`src/design/nsf_pkg.sv`:
```
`timescale 1ns / 1ps
// ----------------------------------------------------------------------------
// nsf_pkg
// Shared constants and types for the sentence framer.
// ----------------------------------------------------------------------------
package nsf_pkg;

  localparam int BUF_BYTES = 64;
  localparam int ADDR_W    = $clog2(BUF_BYTES);
  localparam int TICK_W    = 16;
  localparam int CFG_W     = 16;
  localparam int CFG_IDX_W = 1;

  // Register indexes
  localparam logic [CFG_IDX_W-1:0] REG_IDLE_TO = CFG_IDX_W'(0);
  localparam logic [CFG_IDX_W-1:0] REG_CHAR_TO = CFG_IDX_W'(1);

  localparam logic [TICK_W-1:0] IDLE_TO_RST = TICK_W'(1000);
  localparam logic [TICK_W-1:0] CHAR_TO_RST = TICK_W'(100);

  // Item kinds
  localparam logic KIND_BYTE = 1'b0;
  localparam logic KIND_TICK = 1'b1;

  // Characters
  localparam logic [7:0] CH_DOLLAR = 8'h24;
  localparam logic [7:0] CH_CR     = 8'h0D;
  localparam logic [7:0] CH_LF     = 8'h0A;
  localparam logic [7:0] CH_STAR   = 8'h2A;
  localparam logic [7:0] CH_COMMA  = 8'h2C;
  localparam logic [7:0] CH_NINE   = 8'h39;
  localparam logic [7:0] CH_ZERO   = 8'h30;
  localparam logic [7:0] HEX_ALPHA_OFS = 8'd55;

  typedef enum logic [1:0] {
    PH_START = 2'd0,
    PH_BODY  = 2'd1,
    PH_LF    = 2'd2,
    PH_CS    = 2'd3
  } phase_t;

  typedef enum logic [1:0] {
    EM_IDLE = 2'd0,
    EM_READ = 2'd1,
    EM_LOAD = 2'd2,
    EM_TERM = 2'd3
  } em_state_t;

  // Framer -> emitter request
  typedef struct packed {
    logic              valid;
    logic              timeout;
    logic [ADDR_W-1:0] count;
  } emit_req_t;

endpackage

```
`src/design/nsf_ram.sv`:
```
`timescale 1ns / 1ps
// ----------------------------------------------------------------------------
// nsf_ram
// Simple dual-port RAM, one write and one registered read port.
// ----------------------------------------------------------------------------
module nsf_ram #(
  parameter int DEPTH = 64,
  parameter int WIDTH = 8
) (
  input  logic                     clk,
  input  logic                     wr_en,
  input  logic [$clog2(DEPTH)-1:0] wr_addr,
  input  logic [WIDTH-1:0]         wr_data,
  input  logic                     rd_en,
  input  logic [$clog2(DEPTH)-1:0] rd_addr,
  output logic [WIDTH-1:0]         rd_data
);

  logic [WIDTH-1:0] mem [DEPTH];

  always_ff @(posedge clk) begin
    if (wr_en) begin
      mem[wr_addr] <= wr_data;
    end
  end

  always_ff @(posedge clk) begin
    if (rd_en) begin
      rd_data <= mem[rd_addr];
    end
  end

endmodule

```
`src/design/nsf_framer.sv`:
```
`timescale 1ns / 1ps
// ----------------------------------------------------------------------------
// nsf_framer
// Sentence state machine: checksum, fill pointer, timeouts, buffer writes.
// ----------------------------------------------------------------------------
module nsf_framer (
  input  logic                                   clk,
  input  logic                                   rst_n,
  input  logic                                   acc,
  input  logic                                   kind,
  input  logic [7:0]                             rx_byte,
  input  logic                                   cfg_wr_en,
  input  logic [nsf_pkg::CFG_IDX_W-1:0]          cfg_index,
  input  logic [nsf_pkg::CFG_W-1:0]              cfg_data,
  output logic                                   wr_en,
  output logic [nsf_pkg::ADDR_W-1:0]             wr_addr,
  output logic [7:0]                             wr_data,
  output nsf_pkg::emit_req_t                     req
);
  import nsf_pkg::*;

  localparam logic [ADDR_W-1:0] FILL_MAX = ADDR_W'(BUF_BYTES - 1);

  phase_t              phase_r, phase_nxt;
  logic [7:0]          xor_r, xor_nxt;
  logic [ADDR_W-1:0]   fill_r, fill_nxt;
  logic                hexidx_r, hexidx_nxt;
  logic [7:0]          first_r, first_nxt;
  logic [TICK_W-1:0]   ticks_r, ticks_nxt;
  logic [TICK_W-1:0]   idle_to_r, char_to_r;

  logic [TICK_W-1:0]   limit;
  logic [TICK_W-1:0]   ticks_inc;
  logic                to_hit;
  logic [7:0]          cs_hi;
  logic [7:0]          cs_rx;
  logic                is_tick, is_byte;

  function automatic logic [7:0] hex_value(input logic [7:0] c);
    if (c > CH_NINE) begin
      return c - HEX_ALPHA_OFS;
    end
    return c - CH_ZERO;
  endfunction

  assign is_tick = acc && (kind == KIND_TICK);
  assign is_byte = acc && (kind == KIND_BYTE);

  // A zero limit fires on the first tick anyway since ticks_inc is never 0.
  assign limit     = (phase_r == PH_START) ? idle_to_r : char_to_r;
  assign ticks_inc = (ticks_r != '1) ? ticks_r + TICK_W'(1) : ticks_r;
  assign to_hit    = ticks_inc >= limit;
  assign cs_hi     = hex_value(first_r);
  assign cs_rx     = {cs_hi[3:0], 4'h0} + hex_value(rx_byte);

  // Next state
  always_comb begin
    phase_nxt  = phase_r;
    xor_nxt    = xor_r;
    fill_nxt   = fill_r;
    hexidx_nxt = hexidx_r;
    first_nxt  = first_r;
    ticks_nxt  = ticks_r;
    if (is_tick) begin
      if (to_hit) begin
        phase_nxt  = PH_START;
        hexidx_nxt = 1'b0;
        ticks_nxt  = '0;
      end else begin
        ticks_nxt = ticks_inc;
      end
    end else if (is_byte) begin
      ticks_nxt = '0;
      case (phase_r)
        PH_START: begin
          if (rx_byte == CH_DOLLAR) begin
            xor_nxt   = '0;
            fill_nxt  = '0;
            phase_nxt = PH_BODY;
          end
        end
        PH_BODY: begin
          if (rx_byte == CH_CR) begin
            phase_nxt = PH_LF;
          end else if (rx_byte == CH_STAR) begin
            hexidx_nxt = 1'b0;
            phase_nxt  = PH_CS;
          end else if (fill_r == FILL_MAX) begin
            phase_nxt  = PH_START;   // overlong frame dropped
            hexidx_nxt = 1'b0;
          end else begin
            xor_nxt  = xor_r ^ rx_byte;
            fill_nxt = fill_r + ADDR_W'(1);
          end
        end
        PH_LF: begin
          phase_nxt  = PH_START;
          hexidx_nxt = 1'b0;
        end
        PH_CS: begin
          if (!hexidx_r) begin
            first_nxt  = rx_byte;
            hexidx_nxt = 1'b1;
          end else begin
            hexidx_nxt = 1'b0;
            phase_nxt  = (cs_rx == xor_r) ? PH_BODY : PH_START;
          end
        end
        default: begin
          phase_nxt = PH_START;
        end
      endcase
    end
  end

  // Outputs
  always_comb begin
    wr_en       = 1'b0;
    wr_addr     = fill_r;
    wr_data     = (rx_byte inside {CH_CR, CH_STAR, CH_COMMA}) ? 8'h00 : rx_byte;
    req.valid   = 1'b0;
    req.timeout = 1'b0;
    req.count   = fill_r;
    if (is_tick && to_hit) begin
      req.valid   = 1'b1;
      req.timeout = 1'b1;
    end else if (is_byte) begin
      case (phase_r)
        PH_BODY: begin
          wr_en = (rx_byte inside {CH_CR, CH_STAR}) || (fill_r != FILL_MAX);
        end
        PH_LF: begin
          req.valid = (rx_byte == CH_LF);
        end
        default: begin
          wr_en = 1'b0;
        end
      endcase
    end
  end

  always_ff @(posedge clk) begin
    if (!rst_n) begin
      phase_r   <= PH_START;
      xor_r     <= '0;
      fill_r    <= '0;
      hexidx_r  <= 1'b0;
      first_r   <= '0;
      ticks_r   <= '0;
      idle_to_r <= IDLE_TO_RST;
      char_to_r <= CHAR_TO_RST;
    end else begin
      phase_r  <= phase_nxt;
      xor_r    <= xor_nxt;
      fill_r   <= fill_nxt;
      hexidx_r <= hexidx_nxt;
      first_r  <= first_nxt;
      ticks_r  <= ticks_nxt;
      if (cfg_wr_en) begin
        case (cfg_index)
          REG_IDLE_TO: idle_to_r <= cfg_data;
          REG_CHAR_TO: char_to_r <= cfg_data;
          default: ;
        endcase
      end
    end
  end

  a_wr_only_in_body: assert property (@(posedge clk) disable iff (!rst_n)
    wr_en |-> (phase_r == PH_BODY))
    else $error("buffer write outside sentence body");

  a_tick_clears_on_byte: assert property (@(posedge clk) disable iff (!rst_n)
    is_byte |=> (ticks_r == '0))
    else $error("tick count not cleared by byte");

endmodule

```
`src/design/nsf_emitter.sv`:
```
`timescale 1ns / 1ps
// ----------------------------------------------------------------------------
// nsf_emitter
// Streams the stored sentence out of the buffer, or sends a timeout event.
// ----------------------------------------------------------------------------
module nsf_emitter (
  input  logic                        clk,
  input  logic                        rst_n,
  input  nsf_pkg::emit_req_t          req,
  output logic                        busy,
  output logic                        rd_en,
  output logic [nsf_pkg::ADDR_W-1:0]  rd_addr,
  input  logic [7:0]                  rd_data,
  output logic                        out_valid,
  input  logic                        out_stall,
  output logic                        out_event_res,
  output logic [7:0]                  out_frame_char,
  output logic                        out_last
);
  import nsf_pkg::*;

  em_state_t          state_r, state_nxt;
  logic [ADDR_W-1:0]  idx_r, idx_nxt;
  logic [ADDR_W-1:0]  cnt_r, cnt_nxt;
  logic               to_r, to_nxt;

  logic               out_valid_r;
  logic               ev_r, last_r;
  logic [7:0]         ch_r;

  logic               slot_free;
  logic               load;
  logic               ld_ev, ld_last;
  logic [7:0]         ld_ch;

  assign slot_free = !out_valid_r || !out_stall;
  assign busy      = (state_r != EM_IDLE);
  assign rd_addr   = idx_r;

  // Next state
  always_comb begin
    state_nxt = state_r;
    idx_nxt   = idx_r;
    cnt_nxt   = cnt_r;
    to_nxt    = to_r;
    case (state_r)
      EM_IDLE: begin
        if (req.valid) begin
          cnt_nxt   = req.count;
          idx_nxt   = '0;
          to_nxt    = req.timeout;
          state_nxt = req.timeout ? EM_TERM : EM_READ;
        end
      end
      EM_READ: begin
        state_nxt = (idx_r == cnt_r) ? EM_TERM : EM_LOAD;
      end
      EM_LOAD: begin
        if (slot_free) begin
          idx_nxt   = idx_r + ADDR_W'(1);
          state_nxt = EM_READ;
        end
      end
      EM_TERM: begin
        if (slot_free) begin
          state_nxt = EM_IDLE;
        end
      end
      default: begin
        state_nxt = EM_IDLE;
      end
    endcase
  end

  // Outputs
  always_comb begin
    rd_en   = 1'b0;
    load    = 1'b0;
    ld_ev   = 1'b0;
    ld_ch   = rd_data;
    ld_last = 1'b0;
    case (state_r)
      EM_READ: begin
        rd_en = (idx_r != cnt_r);
      end
      EM_LOAD: begin
        load = slot_free;
      end
      EM_TERM: begin
        load    = slot_free;
        ld_ev   = to_r;
        ld_ch   = 8'h00;
        ld_last = 1'b1;
      end
      default: begin
        load = 1'b0;
      end
    endcase
  end

  always_ff @(posedge clk) begin
    if (!rst_n) begin
      state_r     <= EM_IDLE;
      idx_r       <= '0;
      cnt_r       <= '0;
      to_r        <= 1'b0;
      out_valid_r <= 1'b0;
    end else begin
      state_r <= state_nxt;
      idx_r   <= idx_nxt;
      cnt_r   <= cnt_nxt;
      to_r    <= to_nxt;
      if (load) begin
        out_valid_r <= 1'b1;
      end else if (!out_stall) begin
        out_valid_r <= 1'b0;
      end
    end
  end

  always_ff @(posedge clk) begin
    if (load) begin
      ev_r   <= ld_ev;
      ch_r   <= ld_ch;
      last_r <= ld_last;
    end
  end

  assign out_valid      = out_valid_r;
  assign out_event_res  = ev_r;
  assign out_frame_char = ch_r;
  assign out_last       = last_r;

  a_req_when_idle: assert property (@(posedge clk) disable iff (!rst_n)
    req.valid |-> (state_r == EM_IDLE))
    else $error("emit request while emitter busy");

  a_idx_bounded: assert property (@(posedge clk) disable iff (!rst_n)
    (state_r != EM_IDLE) |-> (idx_r <= cnt_r))
    else $error("read index past sentence length");

  a_load_shows: assert property (@(posedge clk) disable iff (!rst_n)
    load |=> out_valid_r)
    else $error("loaded item not presented");

  a_term_ends: assert property (@(posedge clk) disable iff (!rst_n)
    (state_r == EM_TERM && slot_free) |=> (state_r == EM_IDLE && out_last))
    else $error("terminator not flagged last");

endmodule

```
`src/design/nmea_sentence_framer_core.sv`:
```
`timescale 1ns / 1ps
// ----------------------------------------------------------------------------
// nmea_sentence_framer_core
// NMEA 0183 style sentence framer with XOR checksum check and rx timeouts.
// ----------------------------------------------------------------------------
// Each input item is either a received byte or one timer tick. A byte or a
// tick updates the framer state when it is taken; the sentence body goes
// into a 64 x 8 buffer RAM (commas and the '*'/CR positions stored as
// zero). A CR LF pair after a valid sentence streams the stored body plus a
// zero terminator flagged last: a sentence of N body bytes gives N + 1 output
// items (each body byte is read from the RAM and then loaded into the output
// register), and the input is stalled for that whole burst. A timeout emits
// one item with event_res = 1 and last = 1 and stalls the input until that
// item is loaded. Output stalls stretch either case. The output register
// lets the last item of a burst wait while the next input items are taken;
// a new burst then holds at its first load until that item leaves.
// Configuration: index 0 = idle timeout, index 1 = inter
// character timeout, both in ticks; a value of zero behaves as one. The
// buffer needs no clear after reset: only bytes written in the current
// sentence are ever read back.
// ----------------------------------------------------------------------------
module nmea_sentence_framer_core (
  input  logic                           clk,
  input  logic                           rst_n,
  // input items
  input  logic                           in_valid,
  output logic                           in_stall,
  input  logic                           in_kind,
  input  logic [7:0]                     in_rx_byte,
  // result items
  output logic                           out_valid,
  input  logic                           out_stall,
  output logic                           out_event_res,
  output logic [7:0]                     out_frame_char,
  output logic                           out_last,
  // configuration
  input  logic                           cfg_wr_en,
  input  logic [nsf_pkg::CFG_IDX_W-1:0]  cfg_index,
  input  logic [nsf_pkg::CFG_W-1:0]      cfg_data
);
  import nsf_pkg::*;

  logic               acc;
  logic               em_busy;
  emit_req_t          req;

  logic               wr_en;
  logic [ADDR_W-1:0]  wr_addr;
  logic [7:0]         wr_data;
  logic               rd_en;
  logic [ADDR_W-1:0]  rd_addr;
  logic [7:0]         rd_data;

  // Input held off only while a burst or timeout event is being sent.
  assign in_stall = em_busy;
  assign acc      = in_valid && !in_stall;

  nsf_framer u_framer (
    .clk       (clk),
    .rst_n     (rst_n),
    .acc       (acc),
    .kind      (in_kind),
    .rx_byte   (in_rx_byte),
    .cfg_wr_en (cfg_wr_en),
    .cfg_index (cfg_index),
    .cfg_data  (cfg_data),
    .wr_en     (wr_en),
    .wr_addr   (wr_addr),
    .wr_data   (wr_data),
    .req       (req)
  );

  // Sentence buffer: writes happen only while framing, reads only while
  // streaming, so the two ports never touch the same entry in one cycle.
  nsf_ram #(
    .DEPTH (BUF_BYTES),
    .WIDTH (8)
  ) u_ram (
    .clk     (clk),
    .wr_en   (wr_en),
    .wr_addr (wr_addr),
    .wr_data (wr_data),
    .rd_en   (rd_en),
    .rd_addr (rd_addr),
    .rd_data (rd_data)
  );

  nsf_emitter u_emitter (
    .clk            (clk),
    .rst_n          (rst_n),
    .req            (req),
    .busy           (em_busy),
    .rd_en          (rd_en),
    .rd_addr        (rd_addr),
    .rd_data        (rd_data),
    .out_valid      (out_valid),
    .out_stall      (out_stall),
    .out_event_res  (out_event_res),
    .out_frame_char (out_frame_char),
    .out_last       (out_last)
  );

endmodule
```
`config.mk`:
```
export PLATFORM = sky130hd
export DESIGN_NAME = nmea_sentence_framer_core
export DESIGN_NICKNAME = d
export VERILOG_FILES = /design/src/design/nsf_pkg.sv /design/src/design/nsf_ram.sv /design/src/design/nsf_framer.sv /design/src/design/nsf_emitter.sv /design/src/design/nmea_sentence_framer_core.sv
export SDC_FILE = /design/constraint.sdc
export NUM_CORES = 1
export LEC_CHECK = 0
export BUFFER_PORTS_ARGS = -buffer_cell sky130_fd_sc_hd__clkbuf_2
export CORE_AREA = 2 2 220 222
export DETAILED_ROUTE_END_ITERATION = 12
export DIE_AREA = 0 0 222 224
export PLACE_DENSITY = 0.74
export SYNTH_ARGS = -nofsm -noshare
export SYNTH_HDL_FRONTEND = slang
export SYNTH_SLANG_ARGS = --single-unit
```
`constraint.sdc`:
```
create_clock -name clk -period 3.5 [get_ports clk]
set_input_delay 0.175 -clock clk [delete_from_list [all_inputs] [get_ports clk]]
set_output_delay 0.175 -clock clk [all_outputs]
set_load 0.005 [all_outputs]
```
==> impl_metrics.env, run 1 <==
export IMPL_grt_pass1_vias=14400
export IMPL_synth_cell_type_count=63
export IMPL_crit_type="reg2reg"
export IMPL_worst_slew_margin_rel_pct=18.1
export IMPL_rsz0062_at_grt="no"
export IMPL_drive_above_1_share_pct=27.2
export IMPL_nets=1731
export IMPL_yosys_mux_area_fraction_pct=15.9
export IMPL_clkLatencyLatePin_ns=0.58
export IMPL_placed_cells=2197
export IMPL_synthArstFlopShare_pct=0
export IMPL_top_layer="met5"
export IMPL_synth_compound_area_share_pct=3.75
export IMPL_htree_levels=3
export IMPL_numCtsBuffers=66
export IMPL_netlist_instances=1506
export IMPL_clock_root_buffer="clkbuf_16"
export IMPL_crit_chain="nand3_1 > or2_4 > or3_1 > and2_1 > or2_2 > ha_1 > a21o_1 > a21o_1 > a211oi_1 > o2111a_2 > buf_12 > o211ai_1 > a21boi_1"
export IMPL_crit_path_max_fanout=20
export IMPL_synth_adder_area_share_pct=1.63
export IMPL_synth_edf_count=530
export IMPL_yosys_area_share_simple_pct=7.38
export IMPL_routed_wirelength_mm=58.0
export IMPL_fin_ws_ns=0.128
export IMPL_n_fill_cell=3251
export IMPL_crit_family="simple AND/OR/NAND/NOR gates"
export IMPL_drcViolationCount=0
export IMPL_place_ws_ns=-0.111
export IMPL_cellLeakagePower_nw=9.86
export IMPL_synth_top_family_by_area="multiplexers"
export IMPL_crit_path_end_kind="flop"
export IMPL_floorplan_die_area_um2=49700
export IMPL_avgSynthCellArea_um2=17.2
export IMPL_powerDensity_nw_per_um2=504
export IMPL_slew_violations=0
export IMPL_grt_max_degree=65
export IMPL_die_x_um=222
export IMPL_synthFlopType="edfxtp_1"
export IMPL_synth_seq_cells=619
export IMPL_crit_buf_inv=1
export IMPL_syn_to_final_growth_pct=15.3
export IMPL_drt_iter0_drc=1464
export IMPL_cts_sinks=619
export IMPL_min_period_ns=3.37
export IMPL_grt_pass1_wl_mm=88.4
export IMPL_io_pins=43
export IMPL_numPortBuffers=42
export IMPL_core_um2=47300
export IMPL_cts_clk_slew_worst_paths_ns=0.06
export IMPL_vias=14300
export IMPL_cp_data_required_time_ns=3.99
export IMPL_critical_path_max_stage_delay_ns=0.38
export IMPL_dpl_hpwl_mm=36.6
export IMPL_critPathSlowestCell="or3_1"
export IMPL_synthXorXnorAreaFrac_pct=1.07
export IMPL_clockBufferDepth=3
export IMPL_layoutNonFillerInstCount=2330
export IMPL_hold_viol=0
export IMPL_ir_worst_vdd_v=0.000420
export IMPL_max_cap_violations=0
export IMPL_ys_seq_area_share_pct=68.5
export IMPL_track_usage_pct=24.0
export IMPL_fmaxAchievable_mhz=297
export IMPL_syn_area_um2=25900
export IMPL_crit_top_cell="a21o_1"
export IMPL_ys_warn_count=0
export IMPL_grt_overflow=0
export IMPL_antenna_left=0
export IMPL_clock_skew_ns=0.0220
export IMPL_wl_met3_mm=3.98
export IMPL_post_drt_wl_per_cell_um=24.9
export IMPL_post_route_period_util_pct=96.3
export IMPL_fp_dieH_um=224
export IMPL_diodes=0
export IMPL_worst_slew_pin_slew_ns=1.23
export IMPL_holdCritPathClass="in2reg"
export IMPL_dr_wl_met2_mm=29.0
export IMPL_syn_nets=1570
export IMPL_fin_tns_setup_ns=0
export IMPL_postCtsSetupBuffers=0
export IMPL_crit_arrival_ns=3.87
export IMPL_status="finished clean"
export IMPL_viasPerCell=6.13
export IMPL_wl_met1_mm=22.9
export IMPL_cts_tree="done"
export IMPL_start_kind="flop"
export IMPL_gp_congestion=0.860
export IMPL_row_count=80
export IMPL_antenna_found_initial=2
export IMPL_start_util_pct=54.6
export IMPL_drt_pass1_iter_count=5
export IMPL_setup_viol_count_final=0
==> synth_stat cells, types with 3 or more instances <==
master / instances / share of area, %
a211o_1: 3 / 0.10
a211oi_1: 4 / 0.12
a21boi_0: 37 / 1.1
a21boi_1: 14 / 0.41
a21o_1: 3 / 0.087
a21oi_1: 13 / 0.25
a31oi_1: 3 / 0.073
a32oi_1: 7 / 0.24
and2_1: 26 / 0.63
and3_1: 12 / 0.29
buf_1: 8 / 0.12
buf_2: 9 / 0.17
buf_6: 9 / 0.39
clkbuf_1: 61 / 0.89
dfxtp_1: 89 / 6.9
edfxtp_1: 530 / 62
ha_1: 32 / 1.5
inv_1: 14 / 0.20
mux2_2: 5 / 0.22
mux2i_1: 27 / 1.0
mux4_2: 168 / 15
nand2_1: 126 / 1.8
nand2b_1: 5 / 0.12
nand3_1: 27 / 0.52
nand3b_1: 7 / 0.20
nand4_1: 13 / 0.31
nor2_1: 89 / 1.3
nor2b_1: 27 / 0.65
nor3_1: 5 / 0.097
nor4_1: 4 / 0.097
o211ai_1: 13 / 0.38
o21ai_0: 22 / 0.43
o31ai_1: 3 / 0.087
or2_2: 8 / 0.19
or3_1: 11 / 0.27
or3b_1: 7 / 0.24
or3b_2: 3 / 0.10
or4_1: 4 / 0.12
xnor2_1: 22 / 0.75
xor2_1: 7 / 0.24
==> layout by cell type, fill, tap and decap left out, drive strengths merged, types with 12 or more instances in the layout <==
| cell | count |
|---|---|
| clkinv | 19 |
| mux2i | 27 |
| o21ai | 23 |
| a21oi | 13 |
| nor2 | 89 |
| buf | 121 |
| ha | 32 |
| and2 | 26 |
| edfxtp | 530 |
| nand4 | 13 |
| and3 | 12 |
| inv | 17 |
| o211ai | 13 |
| mux4 | 168 |
| dfxtp | 89 |
| clkbuf | 132 |
| nand2 | 126 |
| xnor2 | 22 |
| nor2b | 27 |
| dlygate4sd3 | 17 |
| a21boi | 51 |
| nand3 | 27 |
==> logic make-up after synthesis <==
group	count (synthesis)
buf+inv	101
simple gates	385
xor+xnor	30
flops	619
mux	201
fa+ha+maj	33
compound gates	137
==> flip-flops by register name, indices dropped and copies added (netlist names), 8 cells and up <==
signal	cells
u_emitter.out_frame_char	8
u_framer.char_to_r	16
u_framer.first_r	8
u_framer.idle_to_r	16
u_framer.ticks_r	16
u_framer.xor_r	8
u_ram.mem	512
u_ram.rd_data	8
==> layer usage <==
metal  global-route usage [%]  vias to the layer above
met5                        0                        -
met3                     5.05                      134
met2                     39.6                      544
met4                     8.85                        4
met1                     31.7                     7352
li1                         -                     6255
==> worst register-to-register path: stages (launching register included) <==
cell,delay [ns]
dfxtp_1,0.34
nand3_1,0.12
or2_4,0.28
or3_1,0.38
and2_1,0.18
or2_2,0.29
ha_1,0.29
a21o_1,0.18
a21o_1,0.17
a211oi_1,0.27
o2111a_2,0.29
buf_12,0.17
o211ai_1,0.12
a21boi_1,0.21
==> per-stage QoR <==
stage / total power, W / utilization, % / hold slack (ns) / cell area, um2
CTS: 0.0152 / 62.9 / 0.00428 / 29800
finish: 0.0150 / 63.0 / 0.0202 / 29800
global route: 0.0154 / 63.0 / 0.0513 / 29800
floorplan: 0.00836 / - / 0.299 / 25900
global placement: 0.00849 / 58.1 / 0.404 / 27500
detailed placement: 0.00851 / 58.1 / 0.408 / 27500
==> final timing paths <==
check                                 startpoint                                  end  slack, ns  cells past startpoint
max             u_framer.ticks_r[7]$_SDFFE_PN0P_     u_framer.ticks_r[8]$_SDFFE_PN0P_       0.13                     13
max reg2reg     u_framer.ticks_r[7]$_SDFFE_PN0P_     u_framer.ticks_r[8]$_SDFFE_PN0P_       0.13                     13
min reg2reg  u_framer.char_to_r[11]$_SDFFE_PN0P_  u_framer.char_to_r[11]$_SDFFE_PN0P_       0.46                      2
min                                in_rx_byte[4]     u_framer.first_r[4]$_SDFFE_PN0P_       0.02                      3
==> repair_timing <==
item                       CTS  global route
pin swaps                    0             1
setup endpoints to repair   19            31
gates resized for setup      3            20
hold buffers                17             0
hold endpoints to repair    33             0
==> report_power, final <==
part           switching [W]  internal, W  total [W]
combinational       0.000233     0.000111   0.000344
clock                0.00273      0.00393    0.00665
sequential         0.0000104      0.00801    0.00803
total                0.00297       0.0121     0.0150
==> cell type report <==
class	count	area, um2	area share, %
multi-input cells	786	7750	26.0
well taps	615	769	2.58
clock inverters	26	219	0.734
inverters	14	52.6	0.176
clock buffers	90	1850	6.20
flip-flops and latches	619	17700	59.4
repair buffers	180	1460	4.91
Note: power is estimated with default switching activity, not from simulation.
==> run 2, diff against run 1 <==
GPL_TIMING_DRIVEN = 0   (was default)
==> run 2 against run 1 <==
  * Sequential cell count unchanged
  * Maximum frequency decreased by 3.2%
  * Count of clock-buffer cells in the layout decreased by 19
  * Total power decreased by 3.6%
  * Hold slack about the same
  * Sequential share of layout area increased by 0.26 points
  * Critical endpoint is now u_ram.mem[50][2]$_DFFE_PP_
  * Routed wire length increased by 4.1%
  * Final area decreased by 0.34%
  * Via count increased by 0.74%
==> impl_metrics.env, run 2 (synthesized netlist as in run 1, its figures left out) <==
export IMPL_worstHoldPathCells=4
export IMPL_timing_hold_ws_ns=0.0198
export IMPL_layoutNonFillerInstCount=2313
export IMPL_critical_path_max_stage_delay_ns=0.55
export IMPL_numPortBuffers=41
export IMPL_crit_chain="buf_2 > nor2_1 > nand2_2 > or3_1 > a211oi_2 > nand2_1 > nor2_2"
export IMPL_start_kind="flop"
export IMPL_gp_congestion=0.849
export IMPL_layout_common_cells="edfxtp_1 (530), mux4_2 (168), nand2_1 (122)"
export IMPL_track_usage_pct=24.6
export IMPL_cts_clk_slew_worst_paths_ns=0.06
export IMPL_io_pins=43
export IMPL_r2r_slack_ns=0.02
export IMPL_largest_reg_flops=512
export IMPL_clock_root_buffer="clkbuf_16"
export IMPL_crit_path_max_fanout=10
export IMPL_nets=1712
export IMPL_min_to="u_framer.first_r[0]$_SDFFE_PN0P_"
export IMPL_critPathSlowestCell="nor2_2"
export IMPL_reg2reg_from="u_emitter.state_r[1]$_SDFFE_PN0P_"
export IMPL_cellLeakagePower_nw=9.47
export IMPL_powerDensity_nw_per_um2=487
export IMPL_hold_viol=0
export IMPL_fmaxAchievable_mhz=287
export IMPL_drt_pass1_iter_count=5
export IMPL_power_w=0.0145
export IMPL_drt_iter0_drc=1524
export IMPL_ir_worst_vdd_v=0.000479
export IMPL_row_count=80
export IMPL_syn_to_final_growth_pct=14.9
export IMPL_antenna_found_initial=1
export IMPL_worst_slew_pin_slew_ns=1.45
export IMPL_diodes=0
export IMPL_regMostFlops="u_ram.mem"
export IMPL_die_x_um=222
export IMPL_core_um2=47300
export IMPL_r2r_end="u_ram.mem[50][2]$_DFFE_PP_"
export IMPL_worst_slew_margin_rel_pct=3.39
export IMPL_max_cap_violations=0
export IMPL_status="finished clean"
export IMPL_antenna_left=0
export IMPL_cp_data_required_time_ns=3.77
export IMPL_post_route_period_util_pct=99.6
export IMPL_hold_start="in_rx_byte[0]"
export IMPL_grt_pass1_wl_mm=89.6
export IMPL_dpl_hpwl_mm=39.1
export IMPL_placed_cells=2170
export IMPL_rsz0062_at_grt="yes"
export IMPL_clockBufferDepth=3
export IMPL_critPathLaunch="u_emitter.state_r[1]$_SDFFE_PN0P_"
export IMPL_crit_arrival_ns=3.75
export IMPL_viasPerCell=6.22
export IMPL_clkLatencyLatePin_ns=0.64
export IMPL_htree_levels=2
export IMPL_holdCritPathClass="in2reg"
export IMPL_drive_above_1_share_pct=27.5
export IMPL_grt_pass1_vias=14400
export IMPL_cts_tree="done"
export IMPL_grt_max_degree=49
export IMPL_ff_latch_area_um2=17700
export IMPL_vias=14400
export IMPL_crit_type="reg2reg"
export IMPL_n_fill_cell=3279
export IMPL_slew_violations=0
export IMPL_min_period_ns=3.48
export IMPL_floorplan_die_area_um2=49700
export IMPL_grt_overflow=0
export IMPL_start_util_pct=54.6
export IMPL_clock_skew_ns=0.0247
export IMPL_drcViolationCount=0
export IMPL_crit_path_end_kind="flop"
export IMPL_cts_sinks=619
export IMPL_routed_wirelength_mm=60.4
export IMPL_setup_viol_count_final=0
export IMPL_post_drt_wl_per_cell_um=26.1
export IMPL_worstRegToRegCells=7
export IMPL_fp_dieH_um=224
export IMPL_numCtsBuffers=61
export IMPL_multi_input_area_um2=8180
export IMPL_mostFrequentLayoutCell="edfxtp_1"
## run 2: cell types whose count changed in the layout (fill, tap and decap cells not counted), sizes merged, moves of 2 or more
cell / previous run / this run
dlygate4sd3: 17 / 21
clkinvlp: 1 / 3
bufinv: 3 / 1
clkinv: 19 / 36
buf: 121 / 44
clkbuf: 132 / 172
## run 2: power by group
| part | leakage (nW) | internal, W | switching, W |
|---|---|---|---|
| Clock | 0.904 | 0.00332 | 0.00277 |
| Combinational | 3.08 | 0.000119 | 0.000245 |
| Sequential | 5.49 | 0.00801 | 0.0000112 |
## run 2: cell type report
cell class              count  share of cell area [%]
well taps                 615                    2.59
flip-flops and latches    619                    59.7
repair buffers             79                    2.32
plain buffers              87                    1.50
inverters                  14                   0.177
multi-input cells         786                    27.5
clock buffers              71                    5.37
clock inverters            42                   0.851
## run 2: how the worst max path moves through the flow
stage	endpoint	slack (ns)	cells after the start
floorplan	u_emitter.cnt_r[0]$_SDFFE_PN0P_	0.06	13
global placement	u_emitter.rd_addr[0]$_SDFFE_PN0P_	-0.88	12
detailed placement	u_emitter.rd_addr[0]$_SDFFE_PN0P_	-0.92	12
CTS	u_ram.mem[63][4]$_DFFE_PP_	-0.19	7
global route	u_ram.mem[22][2]$_DFFE_PP_	-0.19	7
finish	u_ram.mem[50][2]$_DFFE_PP_	0.02	7
## run 2: through the flow
stage | setup TNS, ns | instance area [um2] | setup WS (ns) | util [%]
final | 0 | 29700 | 0.0153 | 62.8
after global placement | -152.26 | 26800 | -0.881 | 56.7
after CTS | -26.94 | 29200 | -0.187 | 61.7
after floorplan | 0 | 25900 | 0.0611 | -
after detailed placement | -49.70 | 27000 | -0.923 | 57.1
after global routing | -25.90 | 29700 | -0.190 | 62.8
## run 2: critical path, delay by kind of cell (launching register included)
| family | cells | cell delay, ns |
|---|---|---|
| and+or+nand+nor | 5 | 2.16 |
| AOI/OAI and AO/OA | 1 | 0.49 |
| DFF | 1 | 0.30 |
| buffers and inverters | 1 | 0.16 |
## run 2: metal layers
| metal | vias to the layer above | part of all wire, % | GRT usage, % | wire, um |
|---|---|---|---|---|
| met3 | 136 | 8.0 | 5.40 | 4800 |
| met5 | - | 0.020 | 0 | 12 |
| met4 | 2 | 3.9 | 10.7 | 2360 |
| met2 | 669 | 49 | 40.3 | 29600 |
| li1 | 6238 | - | - | - |
| met1 | 7350 | 39 | 32.0 | 23700 |
## run 2: timing repair
| action | CTS | global route |
|---|---|---|
| hold buffers | 21 | 0 |
| hold endpoints to repair | 44 | 0 |
| cloned | 0 | 1 |
| setup endpoints to repair | 418 | 545 |
| setup buffers | 0 | 8 |
| pin swaps | 5 | 7 |
| resized for setup | 58 | 116 |
==> run 3, diff against run 2 <==
CORE_AREA = 2 2 297 299   (was 2 2 220 222)
DIE_AREA = 0 0 299 301   (was 0 0 222 224)
PLACE_DENSITY = default   (was 0.74)
==> run 3 against run 2 <==
  * The flow now finishes with violations (negative setup slack)
  * Sequential share of layout area fell by 1.9 points
  * Critical path depth did not move
  * Highest routed layer unchanged
  * Via count fell by 2.6%
  * Register-to-register slack got worse by 0.19 ns
  * Clock power rose by 15%
  * Die area rose by 81%
  * Worst setup slack got worse by 0.19 ns
  * Routed wire length fell by 0.75%
  * Largest power group unchanged
  * Global-route usage fell by 11 points
==> impl_metrics.env, run 3 (synthesized netlist as in run 1, its figures left out) <==
export IMPL_status="complete, but fails checks"
export IMPL_violations="negative setup slack"
export IMPL_worstRegToRegCells=7
export IMPL_floorplan_die_area_um2=90000
export IMPL_drt_pass1_iter_count=5
export IMPL_start_util_pct=29.9
export IMPL_rsz0062_at_grt="yes"
export IMPL_grt_pass1_vias=14200
export IMPL_antenna_left=0
export IMPL_io_pins=43
export IMPL_numCtsBuffers=66
export IMPL_cts_clk_slew_worst_paths_ns=0.06
export IMPL_crit_path_max_fanout=10
export IMPL_r2r_end="u_ram.mem[38][7]$_DFFE_PP_"
export IMPL_die_x_um=299
export IMPL_timing_hold_ws_ns=0.0411
export IMPL_critPathLaunch="u_emitter.state_r[1]$_SDFFE_PN0P_"
export IMPL_clkLatencyLatePin_ns=0.61
export IMPL_start_kind="flop"
export IMPL_post_route_period_util_pct=105
export IMPL_clockBufferDepth=3
export IMPL_cts_tree="done"
export IMPL_worst_slew_pin_slew_ns=1.36
export IMPL_fp_dieH_um=301
export IMPL_cellLeakagePower_nw=9.62
export IMPL_htree_levels=3
export IMPL_drt_iter0_drc=1101
export IMPL_hold_viol=0
export IMPL_ir_worst_vdd_v=0.000337
export IMPL_numPortBuffers=41
export IMPL_dpl_hpwl_mm=40.7
export IMPL_place_ws_ns=-0.996
export IMPL_powerDensity_nw_per_um2=501
export IMPL_drcViolationCount=0
export IMPL_fmaxAchievable_mhz=272
export IMPL_placed_cell_area_um2=27700
export IMPL_regMostFlops="u_ram.mem"
export IMPL_layout_common_cells="edfxtp_1 (530), mux4_2 (168), nand2_1 (124)"
export IMPL_largest_reg_flops=512
export IMPL_post_drt_wl_per_cell_um=21.0
export IMPL_track_usage_pct=13.3
export IMPL_drive_above_1_share_pct=28.6
export IMPL_fin_ws_ns=-0.178
export IMPL_grt_pass1_wl_mm=89.2
export IMPL_core_um2=86500
export IMPL_power_w=0.0154
export IMPL_r2r_slack_ns=-0.18
export IMPL_crit_path_end_kind="flop"
export IMPL_nets=1719
export IMPL_viasPerCell=4.90
export IMPL_row_count=108
export IMPL_min_period_ns=3.68
export IMPL_crit_type="reg2reg"
export IMPL_routed_wirelength_mm=60.0
export IMPL_max_cap_violations=0
export IMPL_reg2reg_from="u_emitter.state_r[1]$_SDFFE_PN0P_"
export IMPL_setup_viol_count_final=216
export IMPL_syn_to_final_growth_pct=18.8
export IMPL_grt_overflow=0
export IMPL_cts_sinks=619
export IMPL_holdCritPathClass="in2reg"
export IMPL_clock_skew_ns=0.0202
export IMPL_cp_data_required_time_ns=3.73
export IMPL_mostFrequentLayoutCell="edfxtp_1"
export IMPL_clock_root_buffer="clkbuf_16"
export IMPL_grt_max_degree=49
export IMPL_gp_congestion=0.831
export IMPL_worst_slew_margin_rel_pct=9.03
export IMPL_vias=14000
export IMPL_antenna_found_initial=4
export IMPL_crit_arrival_ns=3.90
export IMPL_fin_area_um2=30700
export IMPL_slew_violations=0
export IMPL_critPathCapture="u_ram.mem[38][7]$_DFFE_PP_"
[run 3: cell count changes in the layout (fill, tap and decap cells not counted), sizes merged, moves of 2 or more]
cell | before | now
clkinv | 36 | 23
clkbuf | 172 | 182
bufinv | 1 | 7
buf | 44 | 49
dlygate4sd3 | 21 | 19
[run 3: layout make-up]
cell class	instances	area, um2
buffer	87	452
sequential	619	17700
tap	1155	1450
clock inverter	35	404
antenna	1	2.50
multi-input combinational	786	8170
inverter	14	52.6
fill	8124	55800
clock buffer	82	1790
timing repair buffer	81	674
[run 3: what timing repair did]
item | in CTS | in global routing
setup endpoints to repair | 474 | 551
setup buffers | 4 | 8
gates resized for setup | 70 | 101
hold endpoints to repair | 40 | 0
gates cloned | 1 | 1
hold buffers | 19 | 0
pin swaps | 5 | 21
[run 3: worst min path at each step]
stage           startpoint                                 end  slack, ns  depth (start not counted)
6_report             rst_n    u_framer.ticks_r[3]$_SDFFE_PN0P_       0.04                          2
4_1_cts              rst_n    u_framer.ticks_r[3]$_SDFFE_PN0P_      0.002                          2
3_3_place_gp   cfg_data[7]  u_framer.idle_to_r[7]$_SDFFE_PN1P_       0.41                          3
3_5_place_dp   cfg_data[5]  u_framer.idle_to_r[5]$_SDFFE_PN1P_       0.42                          3
2_1_floorplan  cfg_data[2]  u_framer.char_to_r[2]$_SDFFE_PN1P_       0.30                          2
5_1_grt              rst_n    u_framer.ticks_r[7]$_SDFFE_PN0P_       0.07                          2
[run 3: worst max-delay path: stages (launching register included)]
cell and delay (ns):
dfxtp_1 0.29, buf_2 0.16, nor2_1 0.37, nand2_1 0.37, or3_1 0.51, a211oi_2 0.57
nand2_1 0.46, nor2_2 0.57
[run 3: per-stage QoR]
stage	util, %	TNS [ns]	instances
floorplan	-	0	1506
global route	35.5	-53.72	2859
detailed placement	32.0	-84.99	2710
CTS	35.0	-43.32	2851
global placement	31.8	-245.24	2702
finish	35.5	-20.25	2860
[run 3: layer usage]
layer | up-vias | global-route usage [%] | wire length (um) | share of wire [%]
li1 | 6250 | - | - | -
met1 | 7253 | 17.1 | 25400 | 42
met2 | 406 | 22.3 | 29800 | 50
met3 | 111 | 2.47 | 3130 | 5.2
met4 | 6 | 4.86 | 1650 | 2.8
met5 | - | 0 | 35 | 0.058
[run 3: report_power, final]
group / switching, W / internal [W] / total [W] / leakage (nW)
clock: 0.00286 / 0.00416 / 0.00702 / 1.06
sequential: 0.0000111 / 0.00801 / 0.00802 / 5.49
combinational: 0.000240 / 0.000116 / 0.000355 / 3.07
total: 0.00311 / 0.0123 / 0.0154 / 9.62
